**config.mk**
```make
export PLATFORM = sky130hd
export DESIGN_NAME = nonzero_activation_fetch
export DESIGN_NICKNAME = d
export VERILOG_FILES = /design/src/hw/rtl/naf_pkg.sv /design/src/hw/rtl/naf_pe_fifo.sv /design/src/hw/rtl/naf_front.sv /design/src/hw/rtl/naf_snap_queue.sv /design/src/hw/rtl/naf_back.sv /design/src/hw/rtl/nonzero_activation_fetch.sv
export VERILOG_INCLUDE_DIRS = /design/src /design/src/hw/rtl
export SDC_FILE = /design/constraint.sdc
export NUM_CORES = 2
export LEC_CHECK = 0
export ABC_CLOCK_PERIOD_IN_PS = 26500
export BUFFER_PORTS_ARGS = -buffer_cell sky130_fd_sc_hd__clkbuf_2
export CORE_MARGIN = 8
export CORE_UTILIZATION = 36
export CTS_CLUSTER_SIZE = 20
export DETAILED_ROUTE_END_ITERATION = 8
export SYNTH_ARGS = -nofsm -noshare
export SYNTH_HDL_FRONTEND = slang
export SYNTH_SLANG_ARGS = --single-unit
```
**constraint.sdc**
```tcl
create_clock -name clock -period 26.5 [get_ports clock]
set_input_delay 1.325 -clock clock [delete_from_list [all_inputs] [get_ports clock]]
set_output_delay 1.325 -clock clock [all_outputs]
set_load 0.05 [all_outputs]
```
**src/hw/rtl/nonzero_activation_fetch_macros.svh**
```systemverilog
// ----------------------------------------------------------------------------
// nonzero_activation_fetch_macros.svh
// Assertion helpers used by the fetcher's top-level RTL file.
// ----------------------------------------------------------------------------
`ifndef NONZERO_ACTIVATION_FETCH_MACROS_SVH
`define NONZERO_ACTIVATION_FETCH_MACROS_SVH

// plain clocked property, disabled while in reset
`define NAF_ASSERT(label, clk, rst, prop, msg) \
   label: assert property (@(posedge clk) disable iff (rst) prop) else $error(msg);

// condition in this cycle implies expression in the next one
`define NAF_ASSERT_NEXT(label, clk, rst, cond, expr, msg) \
   label: assert property (@(posedge clk) disable iff (rst) (cond) |=> (expr)) \
      else $error(msg);

`endif

```
**src/hw/rtl/naf_pkg.sv**
```systemverilog
// ----------------------------------------------------------------------------
// naf_pkg
// Types, constants and helpers of the nonzero activation fetcher.
// ----------------------------------------------------------------------------
package naf_pkg;

   // lane count is fixed by the four activation ports
   localparam int NUM_LANES           = 4;
   localparam int LANE_W              = 2;
   localparam int ACT_W               = 32;
   localparam int IDX_W               = 14;
   localparam int ADDR_PORT_W         = 12;
   localparam int FIFO_DEPTH_DEF      = 8;
   localparam int GROUP_ADDR_BITS_DEF = 12;
   localparam int SNAPQ_DEPTH         = 2;

   localparam logic [ACT_W-1:0] POS_INF_BITS = 32'h7F80_0000;

   typedef struct packed {
      logic [ACT_W-1:0] value;
      logic [IDX_W-1:0] index;
   } fifo_entry_type;

   // per-PE status sampled before the update
   typedef struct packed {
      logic [ACT_W-1:0] value;
      logic [IDX_W-1:0] index;
      logic             empty;
      logic             full;
   } pe_stat_type;

   // everything one accepted beat reports
   typedef struct packed {
      pe_stat_type [NUM_LANES-1:0] pe;
      logic                        group_taken;
   } snap_type;

   // per-PE FIFO control from the front
   typedef struct packed {
      logic step;
      logic write;
      logic pop;
   } fifo_ctl_type;

   // sign clear, nonzero, not NaN
   function automatic logic is_positive(input logic [ACT_W-1:0] w);
      return (w != '0) && (w <= POS_INF_BITS);
   endfunction

endpackage

```
**src/hw/rtl/naf_pe_fifo.sv**
```systemverilog
// ----------------------------------------------------------------------------
// naf_pe_fifo
// One PE activation FIFO with a registered head and one slot kept free.
// ----------------------------------------------------------------------------
module naf_pe_fifo #(
   parameter int FIFO_DEPTH = naf_pkg::FIFO_DEPTH_DEF
) (
   input  logic                    clock,
   input  logic                    reset,
   input  naf_pkg::fifo_ctl_type   ctl,
   input  naf_pkg::fifo_entry_type wdata,
   output naf_pkg::pe_stat_type    stat
);
   import naf_pkg::*;

   localparam int PTR_W = $clog2(FIFO_DEPTH);

   logic [PTR_W-1:0]      wr_ptr_ff, wr_ptr_in;
   logic [PTR_W-1:0]      rd_ptr_ff, rd_ptr_in;
   logic [FIFO_DEPTH-1:0] valid_ff, valid_in;
   fifo_entry_type        head_ff;
   fifo_entry_type        mem [FIFO_DEPTH];
   logic                  empty, full, do_write, do_pop, bypass;

   function automatic logic [PTR_W-1:0] ptr_next(input logic [PTR_W-1:0] p);
      return (p == PTR_W'(FIFO_DEPTH - 1)) ? '0 : p + 1'b1;
   endfunction

   // occupancy
   assign empty    = (wr_ptr_ff == rd_ptr_ff);
   assign full     = (ptr_next(wr_ptr_ff) == rd_ptr_ff);
   assign do_write = ctl.step & ctl.write;
   assign do_pop   = ctl.step & ctl.pop & ~empty;

   // pointer and valid-bit update
   always_comb begin
      wr_ptr_in = do_write ? ptr_next(wr_ptr_ff) : wr_ptr_ff;
      rd_ptr_in = do_pop ? ptr_next(rd_ptr_ff) : rd_ptr_ff;
      valid_in  = valid_ff;
      if (do_write) begin
         valid_in[wr_ptr_ff] = 1'b1;
      end
   end

   // new head lands in the slot being written
   assign bypass = do_write && (wr_ptr_ff == rd_ptr_in);

   always_ff @(posedge clock) begin
      if (reset) begin
         wr_ptr_ff <= '0;
         rd_ptr_ff <= '0;
         valid_ff  <= '0;
      end else begin
         wr_ptr_ff <= wr_ptr_in;
         rd_ptr_ff <= rd_ptr_in;
         valid_ff  <= valid_in;
      end
   end

   // storage write
   always_ff @(posedge clock) begin
      if (do_write) begin
         mem[wr_ptr_ff] <= wdata;
      end
   end

   // registered head read; an unwritten slot reads as zero
   always_ff @(posedge clock) begin
      if (reset) begin
         head_ff <= '0;
      end else if (ctl.step) begin
         if (bypass) begin
            head_ff <= wdata;
         end else if (valid_ff[rd_ptr_in]) begin
            head_ff <= mem[rd_ptr_in];
         end else begin
            head_ff <= '0;
         end
      end
   end

   assign stat.value = head_ff.value;
   assign stat.index = head_ff.index;
   assign stat.empty = empty;
   assign stat.full  = full;

endmodule

```
**src/hw/rtl/naf_front.sv**
```systemverilog
// ----------------------------------------------------------------------------
// naf_front
// Takes a beat, scans the held group, feeds the PE FIFOs, builds the report.
// ----------------------------------------------------------------------------
module naf_front #(
   parameter int FIFO_DEPTH      = naf_pkg::FIFO_DEPTH_DEF,
   parameter int GROUP_ADDR_BITS = naf_pkg::GROUP_ADDR_BITS_DEF
) (
   input  logic                              clock,
   input  logic                              reset,
   input  logic                              in_push,
   input  logic [naf_pkg::ADDR_PORT_W-1:0]   in_group_addr,
   input  logic [naf_pkg::ACT_W-1:0]         in_act [naf_pkg::NUM_LANES],
   input  logic [naf_pkg::NUM_LANES-1:0]     in_valid_mask,
   input  logic [naf_pkg::NUM_LANES-1:0]     in_read_mask,
   input  logic                              q_full,
   output logic                              q_push,
   output naf_pkg::snap_type                 q_data
);
   import naf_pkg::*;

   localparam int PROD_W = GROUP_ADDR_BITS + LANE_W + 1;
   localparam logic [LANE_W-1:0] LAST_LANE = LANE_W'(NUM_LANES - 1);

   logic [LANE_W-1:0]          scan_pos_ff, scan_pos_in;
   logic [GROUP_ADDR_BITS-1:0] held_addr_ff;
   logic [ACT_W-1:0]           held_acts_ff [NUM_LANES];
   pe_stat_type                stat [NUM_LANES];
   fifo_ctl_type               ctl [NUM_LANES];
   fifo_entry_type             wdata;
   logic [LANE_W-1:0]          start, pos;
   logic [PROD_W-1:0]          prod;
   logic                       step, found, any_full, take_group, write_en, shift;

   assign step   = in_push & ~q_full;
   assign q_push = step;

   // scan start wraps to lane 0 after the highest lane
   assign start = (scan_pos_ff == LAST_LANE) ? '0 : scan_pos_ff + 1'b1;

   // first positive word at or after the start lane
   always_comb begin
      found = 1'b0;
      pos   = LAST_LANE;
      for (int i = 0; i < NUM_LANES; i++) begin
         if (!found && (LANE_W'(i) >= start) && is_positive(held_acts_ff[i])) begin
            found = 1'b1;
            pos   = LANE_W'(i);
         end
      end
   end

   always_comb begin
      any_full = 1'b0;
      for (int i = 0; i < NUM_LANES; i++) begin
         any_full = any_full | stat[i].full;
      end
   end

   // decisions
   assign take_group  = ~found | ((pos == LAST_LANE) & ~any_full);
   assign write_en    = found & ~any_full;
   assign shift       = ~(any_full & found);
   assign scan_pos_in = shift ? pos : scan_pos_ff;

   // broadcast word and its activation index
   assign prod        = PROD_W'(held_addr_ff) * PROD_W'(NUM_LANES) + PROD_W'(pos);
   assign wdata.value = held_acts_ff[pos];
   assign wdata.index = IDX_W'(prod);

   always_ff @(posedge clock) begin
      if (reset) begin
         scan_pos_ff  <= '0;
         held_addr_ff <= '0;
         for (int i = 0; i < NUM_LANES; i++) begin
            held_acts_ff[i] <= '0;
         end
      end else if (step) begin
         scan_pos_ff <= scan_pos_in;
         if (take_group) begin
            held_addr_ff <= GROUP_ADDR_BITS'(in_group_addr);
            for (int i = 0; i < NUM_LANES; i++) begin
               held_acts_ff[i] <= in_act[i];
            end
         end
      end
   end

   // PE FIFOs
   for (genvar g = 0; g < NUM_LANES; g++) begin : g_pe
      assign ctl[g].step  = step;
      assign ctl[g].write = write_en;
      assign ctl[g].pop   = ~in_valid_mask[g] | in_read_mask[g];

      naf_pe_fifo #(
         .FIFO_DEPTH (FIFO_DEPTH)
      ) u_fifo (
         .clock (clock),
         .reset (reset),
         .ctl   (ctl[g]),
         .wdata (wdata),
         .stat  (stat[g])
      );

      assign q_data.pe[g] = stat[g];
   end

   assign q_data.group_taken = take_group;

endmodule

```
**src/hw/rtl/naf_snap_queue.sv**
```systemverilog
// ----------------------------------------------------------------------------
// naf_snap_queue
// Short queue of per-beat reports between the front and the result side.
// ----------------------------------------------------------------------------
module naf_snap_queue (
   input  logic              clock,
   input  logic              reset,
   input  logic              push,
   input  naf_pkg::snap_type push_data,
   output logic              full,
   output logic              valid,
   input  logic              pop,
   output naf_pkg::snap_type pop_data
);
   import naf_pkg::*;

   localparam int PTR_W = $clog2(SNAPQ_DEPTH);
   localparam int CNT_W = $clog2(SNAPQ_DEPTH + 1);

   snap_type          slots [SNAPQ_DEPTH];
   logic [PTR_W-1:0]  wr_ptr_ff, rd_ptr_ff;
   logic [CNT_W-1:0]  count_ff, count_in;
   logic              do_push, do_pop;

   function automatic logic [PTR_W-1:0] ptr_next(input logic [PTR_W-1:0] p);
      return (p == PTR_W'(SNAPQ_DEPTH - 1)) ? '0 : p + 1'b1;
   endfunction

   assign full     = (count_ff == CNT_W'(SNAPQ_DEPTH));
   assign valid    = (count_ff != '0);
   assign do_push  = push & ~full;
   assign do_pop   = pop & valid;
   assign pop_data = slots[rd_ptr_ff];

   always_comb begin
      count_in = count_ff;
      if (do_push && !do_pop) begin
         count_in = count_ff + 1'b1;
      end else if (do_pop && !do_push) begin
         count_in = count_ff - 1'b1;
      end
   end

   always_ff @(posedge clock) begin
      if (reset) begin
         wr_ptr_ff <= '0;
         rd_ptr_ff <= '0;
         count_ff  <= '0;
      end else begin
         if (do_push) begin
            wr_ptr_ff <= ptr_next(wr_ptr_ff);
         end
         if (do_pop) begin
            rd_ptr_ff <= ptr_next(rd_ptr_ff);
         end
         count_ff <= count_in;
      end
   end

   always_ff @(posedge clock) begin
      if (do_push) begin
         slots[wr_ptr_ff] <= push_data;
      end
   end

endmodule

```
**src/hw/rtl/naf_back.sv**
```systemverilog
// ----------------------------------------------------------------------------
// naf_back
// Holds one report and hands it out as one result beat per PE.
// ----------------------------------------------------------------------------
module naf_back (
   input  logic                         clock,
   input  logic                         reset,
   input  logic                         q_valid,
   input  naf_pkg::snap_type            q_data,
   output logic                         q_pop,
   input  logic                         out_pop,
   output logic                         out_empty,
   output logic [naf_pkg::LANE_W-1:0]   out_pe_id,
   output logic [naf_pkg::ACT_W-1:0]    out_head_value,
   output logic [naf_pkg::IDX_W-1:0]    out_head_index,
   output logic                         out_head_empty,
   output logic                         out_fifo_full,
   output logic                         out_group_taken,
   output logic                         out_last
);
   import naf_pkg::*;

   localparam logic [LANE_W-1:0] LAST_LANE = LANE_W'(NUM_LANES - 1);

   snap_type          snap_ff;
   logic [LANE_W-1:0] lane_ff;
   logic              busy_ff;
   logic              beat, last_beat, load;
   pe_stat_type       cur;

   assign beat      = busy_ff & out_pop;
   assign last_beat = beat & (lane_ff == LAST_LANE);
   assign load      = q_valid & (~busy_ff | last_beat);
   assign q_pop     = load;

   // lane sequencer
   always_ff @(posedge clock) begin
      if (reset) begin
         busy_ff <= 1'b0;
         lane_ff <= '0;
      end else if (load) begin
         busy_ff <= 1'b1;
         lane_ff <= '0;
      end else if (last_beat) begin
         busy_ff <= 1'b0;
      end else if (beat) begin
         lane_ff <= lane_ff + 1'b1;
      end
   end

   always_ff @(posedge clock) begin
      if (load) begin
         snap_ff <= q_data;
      end
   end

   // result beat
   assign cur             = snap_ff.pe[lane_ff];
   assign out_empty       = ~busy_ff;
   assign out_pe_id       = lane_ff;
   assign out_head_value  = cur.value;
   assign out_head_index  = cur.index;
   assign out_head_empty  = cur.empty;
   assign out_fifo_full   = cur.full;
   assign out_group_taken = snap_ff.group_taken;
   assign out_last        = (lane_ff == LAST_LANE);

endmodule

```
**src/hw/rtl/nonzero_activation_fetch.sv**
```systemverilog
// ----------------------------------------------------------------------------
// nonzero_activation_fetch
// Sparse activation fetcher: finds positive words, feeds four PE FIFOs.
// ----------------------------------------------------------------------------
// Usage:
//   Input queue (req_*): one beat is a group of four activation words with
//   its address plus the PE valid and read masks. The beat is taken when
//   req_push is high and req_full is low; the front then updates the scan,
//   the held group and the PE FIFOs.
//   Result queue (rsp_*): each beat yields four result beats, PE 0 first,
//   rsp_last on PE 3. They report each PE FIFO head, empty and full before
//   the update, plus whether the offered group was latched.
//   Path: an accepted beat goes into the report queue, then the result register.
//   Throughput: the single result port moves one result a cycle while rsp_pop
//   is high, and each item takes four result beats; a two-entry report queue plus the
//   result register absorb a burst of three back-to-back items.
//   Stall: when rsp_pop stays low the report queue fills and req_full rises;
//   no beat is lost or repeated.
//   Reset: synchronous; clears the scan position, held group, FIFO pointers,
//   valid bits and both queues. Unwritten FIFO slots read as zero.
// ----------------------------------------------------------------------------
`include "nonzero_activation_fetch_macros.svh"

module nonzero_activation_fetch #(
   parameter int FIFO_DEPTH      = naf_pkg::FIFO_DEPTH_DEF,
   parameter int GROUP_ADDR_BITS = naf_pkg::GROUP_ADDR_BITS_DEF
) (
   input  logic                              clock,
   input  logic                              reset,
   input  logic                              req_push,
   output logic                              req_full,
   input  logic [naf_pkg::ADDR_PORT_W-1:0]   req_group_addr,
   input  logic [naf_pkg::ACT_W-1:0]         req_act_0,
   input  logic [naf_pkg::ACT_W-1:0]         req_act_1,
   input  logic [naf_pkg::ACT_W-1:0]         req_act_2,
   input  logic [naf_pkg::ACT_W-1:0]         req_act_3,
   input  logic [naf_pkg::NUM_LANES-1:0]     req_pe_valid_mask,
   input  logic [naf_pkg::NUM_LANES-1:0]     req_pe_read_mask,
   output logic                              rsp_empty,
   input  logic                              rsp_pop,
   output logic [naf_pkg::LANE_W-1:0]        rsp_pe_id,
   output logic [naf_pkg::ACT_W-1:0]         rsp_head_value,
   output logic [naf_pkg::IDX_W-1:0]         rsp_head_index,
   output logic                              rsp_head_empty,
   output logic                              rsp_fifo_full,
   output logic                              rsp_group_taken,
   output logic                              rsp_last
);
   import naf_pkg::*;

   logic [ACT_W-1:0] req_act [NUM_LANES];
   snap_type         push_data, pop_data;
   logic             q_push, q_full, q_valid, q_pop;

   assign req_act[0] = req_act_0;
   assign req_act[1] = req_act_1;
   assign req_act[2] = req_act_2;
   assign req_act[3] = req_act_3;
   assign req_full   = q_full;

   naf_front #(
      .FIFO_DEPTH      (FIFO_DEPTH),
      .GROUP_ADDR_BITS (GROUP_ADDR_BITS)
   ) u_front (
      .clock         (clock),
      .reset         (reset),
      .in_push       (req_push),
      .in_group_addr (req_group_addr),
      .in_act        (req_act),
      .in_valid_mask (req_pe_valid_mask),
      .in_read_mask  (req_pe_read_mask),
      .q_full        (q_full),
      .q_push        (q_push),
      .q_data        (push_data)
   );

   naf_snap_queue u_queue (
      .clock     (clock),
      .reset     (reset),
      .push      (q_push),
      .push_data (push_data),
      .full      (q_full),
      .valid     (q_valid),
      .pop       (q_pop),
      .pop_data  (pop_data)
   );

   naf_back u_back (
      .clock           (clock),
      .reset           (reset),
      .q_valid         (q_valid),
      .q_data          (pop_data),
      .q_pop           (q_pop),
      .out_pop         (rsp_pop),
      .out_empty       (rsp_empty),
      .out_pe_id       (rsp_pe_id),
      .out_head_value  (rsp_head_value),
      .out_head_index  (rsp_head_index),
      .out_head_empty  (rsp_head_empty),
      .out_fifo_full   (rsp_fifo_full),
      .out_group_taken (rsp_group_taken),
      .out_last        (rsp_last)
   );

   // once an accepted beat has passed the report queue, the result side is not empty
   `NAF_ASSERT(a_accept_reaches_rsp, clock, reset, (req_push && !req_full) |-> ##2 !rsp_empty, "accepted beat did not reach result side")

   // within a report the PE number steps and the group flag holds
   `NAF_ASSERT_NEXT(a_lane_steps, clock, reset, !rsp_empty && rsp_pop && !rsp_last, !rsp_empty && rsp_pe_id == LANE_W'($past(rsp_pe_id) + 1'b1) && $stable(rsp_group_taken), "result lanes out of order")

   // last beat with nothing queued leaves the result side empty
   `NAF_ASSERT_NEXT(a_drain_empty, clock, reset, !rsp_empty && rsp_pop && rsp_last && !q_valid, rsp_empty, "result side not empty after drain")

endmodule
```
# Yosys cells after proc, flatten, opt, wreduce, memory -nomap -nowiden
# Memories as Yosys holds them, arrays and structs flattened. A register that Yosys moved wholly into a read port is not among the register bits.
# Index checks and enable logic that the tools add are counted.
# W data, S select, Z words.
word_totals:
  in_bits: 152
  latchBits: 0
  romBits: 0
  ramBits: 1986
  output_inout_bits: 54
  wordCells: 246
  register_bits: 261
  memories: 6
memory_table:
  columns: ["memory", "depth", "word_bits", "read_ports", "rd_clocked_by_memory_dff", "wr", "line_no", "source"]
  rows:
  - ["u_queue.slots", 2, 193, 1, 1, 1, "naf_snap_queue.sv:20", "snap_type slots [SNAPQ_DEPTH];"]
  - ["u_front.g_pe[0].u_fifo.mem", 8, 46, 1, 0, 1, "naf_pe_fifo.sv:22", "fifo_entry_type mem [FIFO_DEPTH];"]
  - ["u_front.g_pe[1].u_fifo.mem", 8, 46, 1, 0, 1, "naf_pe_fifo.sv:22", null]
  - ["u_front.g_pe[2].u_fifo.mem", 8, 46, 1, 0, 1, "naf_pe_fifo.sv:22", null]
  - ["u_front.g_pe[3].u_fifo.mem", 8, 46, 1, 0, 1, "naf_pe_fifo.sv:22", null]
  - ["u_front.held_acts_ff", 4, 32, 5, 0, 4, "naf_front.sv:27", "logic [ACT_W-1:0] held_acts_ff [NUM_LANES];"]
classes:
  eq_ne: 24
  div: 0
  n_lt_le_gt_ge: 21
  bitwise_logic: 49
  n_mux: 67
  reduce_logical: 37
  n_mul: 0
  addsub: 15
  shifts: 0
ops:
  columns: ["cell", "count"]
  rows:
  - ["$mux W46", 8]
  - ["$le A32 B31 Y1 const B", 4]
  - ["$mux W32", 4]
  - ["$reduce_bool A32 Y1", 4]
  - ["$bmux W48 S2", 1]
  - ["$mux W48", 1]
  - ["$eq A3 B3 Y1", 12]
  - ["$mux W3", 12]
  - ["$lt A3 B4 Y1 const B", 8]
  - ["$or A8 B8 Y8", 4]
  - ["$mux W1", 26]
  - ["$add A3 B1 Y3 const B", 8]
  - ["$eq A3 B3 Y1 const B", 8]
  - ["$logic_and A1 B1 Y1", 21]
  - ["$and A1 B1 Y1", 18]
  - ["$add A14 B2 Y14", 1]
  - ["$mux W2", 7]
  - ["$not A1 Y1", 14]
  - ["$or A1 B1 Y1", 13]
  - ["$bmux W1 S3", 4]
  - ["$demux W1 S3", 4]
  - ["$ge A3 B1 Y1 const B", 4]
  - ["$eq A2 B2 Y1 const B", 4]
  - ["$add A2 B1 Y2 const B", 3]
  - ["9 further kinds", 20]

# Longest topological paths before layout
logic_depth:
  depth_word: 25
  mapped_depth: 15
  mapped_depth_nobuf: 11

# Cells and area by module
# Synthesis repeated with hierarchy kept, for this count alone.
unflattened:
  hier_cells: 9870
  area_unflattened_um2: 119131.8
modules_own_cells:
  columns: ["mod", "cells_each", "seq_area_each_um2", "area_each_um2", "n_inst"]
  rows:
  - ["naf_pe_fifo at u_front.g_pe[2].u_fifo", 2626, 12251.8, 25759.7, 1]
  - ["naf_pe_fifo at u_front.g_pe[3].u_fifo", 2238, 12251.8, 24035.6, 1]
  - ["naf_pe_fifo at u_front.g_pe[0].u_fifo", 2238, 12251.8, 24034.3, 1]
  - ["naf_pe_fifo at u_front.g_pe[1].u_fifo", 1329, 12251.8, 17194.0, 1]
  - ["naf_snap_queue", 625, 11691.2, 14201.1, 1]
  - ["naf_back", 266, 5855.6, 7113.1, 1]
  - ["naf_front", 548, 4124.0, 6794.0, 1]

# Worst setup path before layout
# No wires, ideal clock.
synth_timing:
  kind: "flip-flop to flip-flop"
  from: "register u_back.lane_ff[1] (netlist: u_back.out_pe_id[1])"
  to: "register u_queue.count_ff[1]"
  path_slack_ps: 14095
  setup_ps: 70
  period_less_slack_ps: 12405
  required_time_ps: 26430
  n_path_buf: 0
  t_arrival_ps: 12334
  stages_incl_launch_ff: 9
  cell_sequence: "dfxtp_1 > ha_1 > nand2_1 > a21oi_1 > inv_1 > ha_1 > xor2_1 > or3_1 > a21oi_1"
synth_via:
  elab_chain_cells: 8
  elab_cells_between_ends: 10
  classes_between: "eq/ne: 1; mux: 1; bitwise: 4; reduce/logical: 4"
synth_lines:
  columns: ["item", "line_no", "source"]
  rows:
  - ["from (decl)", "naf_back.sv:26", "logic [LANE_W-1:0] lane_ff;"]
  - ["from (signal assigned)", "naf_back.sv:47", "lane_ff <= lane_ff + 1'b1;"]
  - ["$eq A2 B2 Y1 *", null, null]
  - ["net rsp_last", "nonzero_activation_fetch.sv:47", "output logic rsp_last"]
  - ["$and A1 B1 Y1 *", "naf_back.sv:32", "assign last_beat = beat & (lane_ff == LAST_LANE);"]
  - ["$or A1 B1 Y1 *", "naf_back.sv:33", "assign load = q_valid & (~busy_ff | last_beat);"]
  - ["$and A1 B1 Y1 *", "naf_back.sv:33", null]
  - ["net q_pop", "nonzero_activation_fetch.sv:53", "logic q_push, q_full, q_valid, q_pop;"]
  - ["$and A1 B1 Y1 *", "naf_snap_queue.sv:32", "assign do_pop = pop & valid;"]
  - ["$logic_not A1 Y1", "naf_snap_queue.sv:37", "if (do_push && !do_pop) begin"]
  - ["$logic_and A1 B1 Y1", "naf_snap_queue.sv:37", null]
  - ["$mux W2 or $reduce_bool A2 Y1 (tied branches)", null, null]
  - ["to (signal assigned)", "naf_snap_queue.sv:56", "count_ff <= count_in;"]
  - ["to (decl)", "naf_snap_queue.sv:22", "logic [CNT_W-1:0] count_ff, count_in;"]
# Mark *: on every way through the listed nets, which the timed path passes. The rest lies on a longest branch.
# A chain may end at the register's enable or synchronous reset.

==> metrics.txt <==
placed cell area 101100 um2; Mapped Avg Cell Area 15.16 um2; Synth top area share 0.6861; Final TNS setup 0 ns; Required @ worst endpoint about 27 ns; GR Util All Layers 0.1869; area growth from synthesis to layout 14.29%; die extent in y between 500 and 600 um; FP Rows 189; mapped cell area 95360 um2; I/O pin count 206; post-CTS setup buffers 0; via density per instance 5.562; Placement Setup Slack 20.51 ns; DPL Wire Length 154500 um; first-pass GRT wire length 390800 um; asr flop ratio synth 0; gr ovfl total 0; H-tree depth 4; metal2 WL roughly 130000 um; Yosys reg bits 2440; critical path endpoint category flop; Crit Path Category reg -> reg; placed cells about 10000; Critical Path AT 6.37 ns; Port-buffer cells 205; starting density of the core 0.3607; Routed met3 length approximately 22000 um; Root Driver clkbuf_16; Max stage delay cell, worst path nor4b_2; Crit Path Max Fanout 46; die area 281600 um2; post-DR wirelength/cell 26.73 um; Mapped Nets 6463; delay-heaviest family, CP buffers and inverters; initial antenna violation count 16; Buf+Inv Stages, Crit Path 4; Startpoint Class flop; Final WS setup 20.87 ns; RSZ-0062 raised after global routing false; synth unique cells 78; clk buf depth 3; Nets 6616; count leader, synth edfxtp_1; Non-Filler Instances 10192; Remaining DRCs 0; Reg clk slew, reported paths 0.06 ns; Power Density 118.0 nW/um2; Iter 0 DRT Violations 6451; cts bufs inserted 236; CP peak stage delay around 0.88 ns; worst path cell trace ha_1 -> ha_1 -> xor2_1 -> nor4b_2 -> nor4_2 -> buf_4 -> nand2_1 -> a31o_4 -> buf_4 -> nor4_4 -> buf_4 -> a21oi_4 -> buf_4 -> o21ai_1 -> a211oi_1; P_leak around 36 nW; sequential share of the synthesized area 0.7409; Post-synth EDFFs 2179; cts repair resizes 0; max-cap violations 0; cell taking the most area after synthesis edfxtp_1; prevailing post-synth register cell edfxtp_1; Achievable Freq 0.1777 GHz; Core Util, Final 0.4123; most frequent cells after synthesis edfxtp_1, nand2_1, clkbuf_1, a211oi_1, nor2_1; Finished Cell Area 109000 um2; Final period util 0.2123; vias in the first global route 55035; final slew viol count 0; Hold Crit Class reg -> reg; drt pass-1 iters 8; Fin. Hold Viols 0; final RePlAce weighted congestion ~0.82; area of the core 264400 um2; Die Span X 530.7 um; clock skew 0.04338 ns; max_slew headroom 0.2438; Final setup viols 0; shortest period the worst path allows around 5.6 ns; synthesized netlist cell count 6291; layout cell share with drive strength beyond 1 0.1891; hold-fix buffer count after cts 0; VDD IR max 0.09387 mV; clock sinks ~2400; crit-path most repeated cell buf_4; largest net degree at the start of global routing 174; synth top area cells edfxtp_1, dfxtp_1, nand2_1; Slew @ Worst Pin ~1.1 ns; hold_ws between 0.4 and 0.5 ns; Max Used Layer met5; status completed; DR vias 56683; TritonCTS clock tree done; WL met1 116900 um; Synthesis Warnings 0; clk_lat worst skew 0.88 ns; Routed WL 272400 um; Antenna Nets Post-Route 0; Tot Pwr ~13 mW
[path summary, 6_finish.rpt]
check                           depth (start not counted)  slack [ns]                              end                                 from
worst max-delay path                                   15       20.87  u_front.g_pe[1].u_fifo.stat[27]  u_front.g_pe[1].u_fifo.wr_ptr_ff[0]
worst min-delay path                                    0        0.44             u_queue.slots[1][69]      u_front.g_pe[1].u_fifo.stat[20]
worst max register to register                         15       20.87  u_front.g_pe[1].u_fifo.stat[27]  u_front.g_pe[1].u_fifo.wr_ptr_ff[0]
worst min register to register                          0        0.44             u_queue.slots[1][69]      u_front.g_pe[1].u_fifo.stat[20]
[sequential cells by signal, indices dropped and copies added, names as in the netlist, 2 cells and up]
register	count
u_back.out_pe_id	2
u_back.snap_ff	192
u_front.g_pe.u_fifo.mem	1472
u_front.g_pe.u_fifo.rd_ptr_ff	12
u_front.g_pe.u_fifo.stat	184
u_front.g_pe.u_fifo.valid_ff	32
u_front.g_pe.u_fifo.wr_ptr_ff	12
u_front.held_acts_ff	128
u_front.held_addr_ff	12
u_front.scan_pos_ff	2
u_queue.count_ff	2
u_queue.slots	386
[layout by cell type, fill, tap and decap left out, drive strengths merged, types with 8 or more instances in the layout]
cell type,count
o211ai,8
a31o,30
clkbuf,552
mux2i,15
o31ai,27
edfxtp,2179
nor2,280
nor3b,20
a21oi,160
xnor2,17
a211oi,299
buf,162
o22ai,23
or3,28
a22oi,23
a221oi,56
o21ba,11
o21bai,29
xor2,20
dfxtp,261
ha,20
mux2,240
inv,30
nand3,217
and2,141
a311oi,176
and3,220
bufinv,21
nand4,13
nand2,840
clkinv,70
a31oi,27
mux4,132
nor3,99
o21ai,98
nor4,35
nand2b,9
o21a,20
[worst reg2reg max path, delay by kind of cell (launching register included)]
family	cells	cell delay, ns
buffers and inverters	4	1.81
and+or+nand+nor	4	1.25
AOI/OAI and AO/OA	4	0.99
DFF	1	0.73
adders and majority gates	2	0.54
xor gates and xnor gates	1	0.19
[where the power goes]
group / internal [mW] / total, mW / switching [mW]
combinational: 1.04 / 3.68 / 2.64
clock: 1.96 / 3.41 / 1.45
sequential: 5.42 / 5.77 / 0.345
total: 8.43 / 12.9 / 4.43
[metal layers]
layer | vias up | global-route usage
met5 | - | 0.007087
met4 | 4 | 0.05334
met3 | 382 | 0.03099
met2 | 2602 | 0.2963
met1 | 29074 | 0.2660
li1 | 24621 | -
[kinds of logic (layout without fill, tap and decap cells)]
kind of cell	after synthesis	in the layout	synth area share
flip-flops	2440	2440	0.7409
AND/OR/NAND/NOR	1925	1925	0.09437
AO/OA/AOI/OAI	1012	1012	0.07787
buffers and inverters	470	837	0.01964
multiplexers	387	387	0.06117
XOR/XNOR	37	37	0.003398
adder cells (fa/ha/maj)	20	20	0.002624
other	0	1	0
[cell type report]
class	count	area [um2]
Antenna cell	1	2.502
Clock buffer	348	6741
Clock inverter	104	1142
Fill cell	23941	155400
Inverter	19	78.83
Multi-Input combinational cell	3381	23630
Sequential cell	2440	70670
Tap cell	3533	4420
Timing Repair Buffer	366	2307
Note: power is estimated with default switching activity, not from simulation.
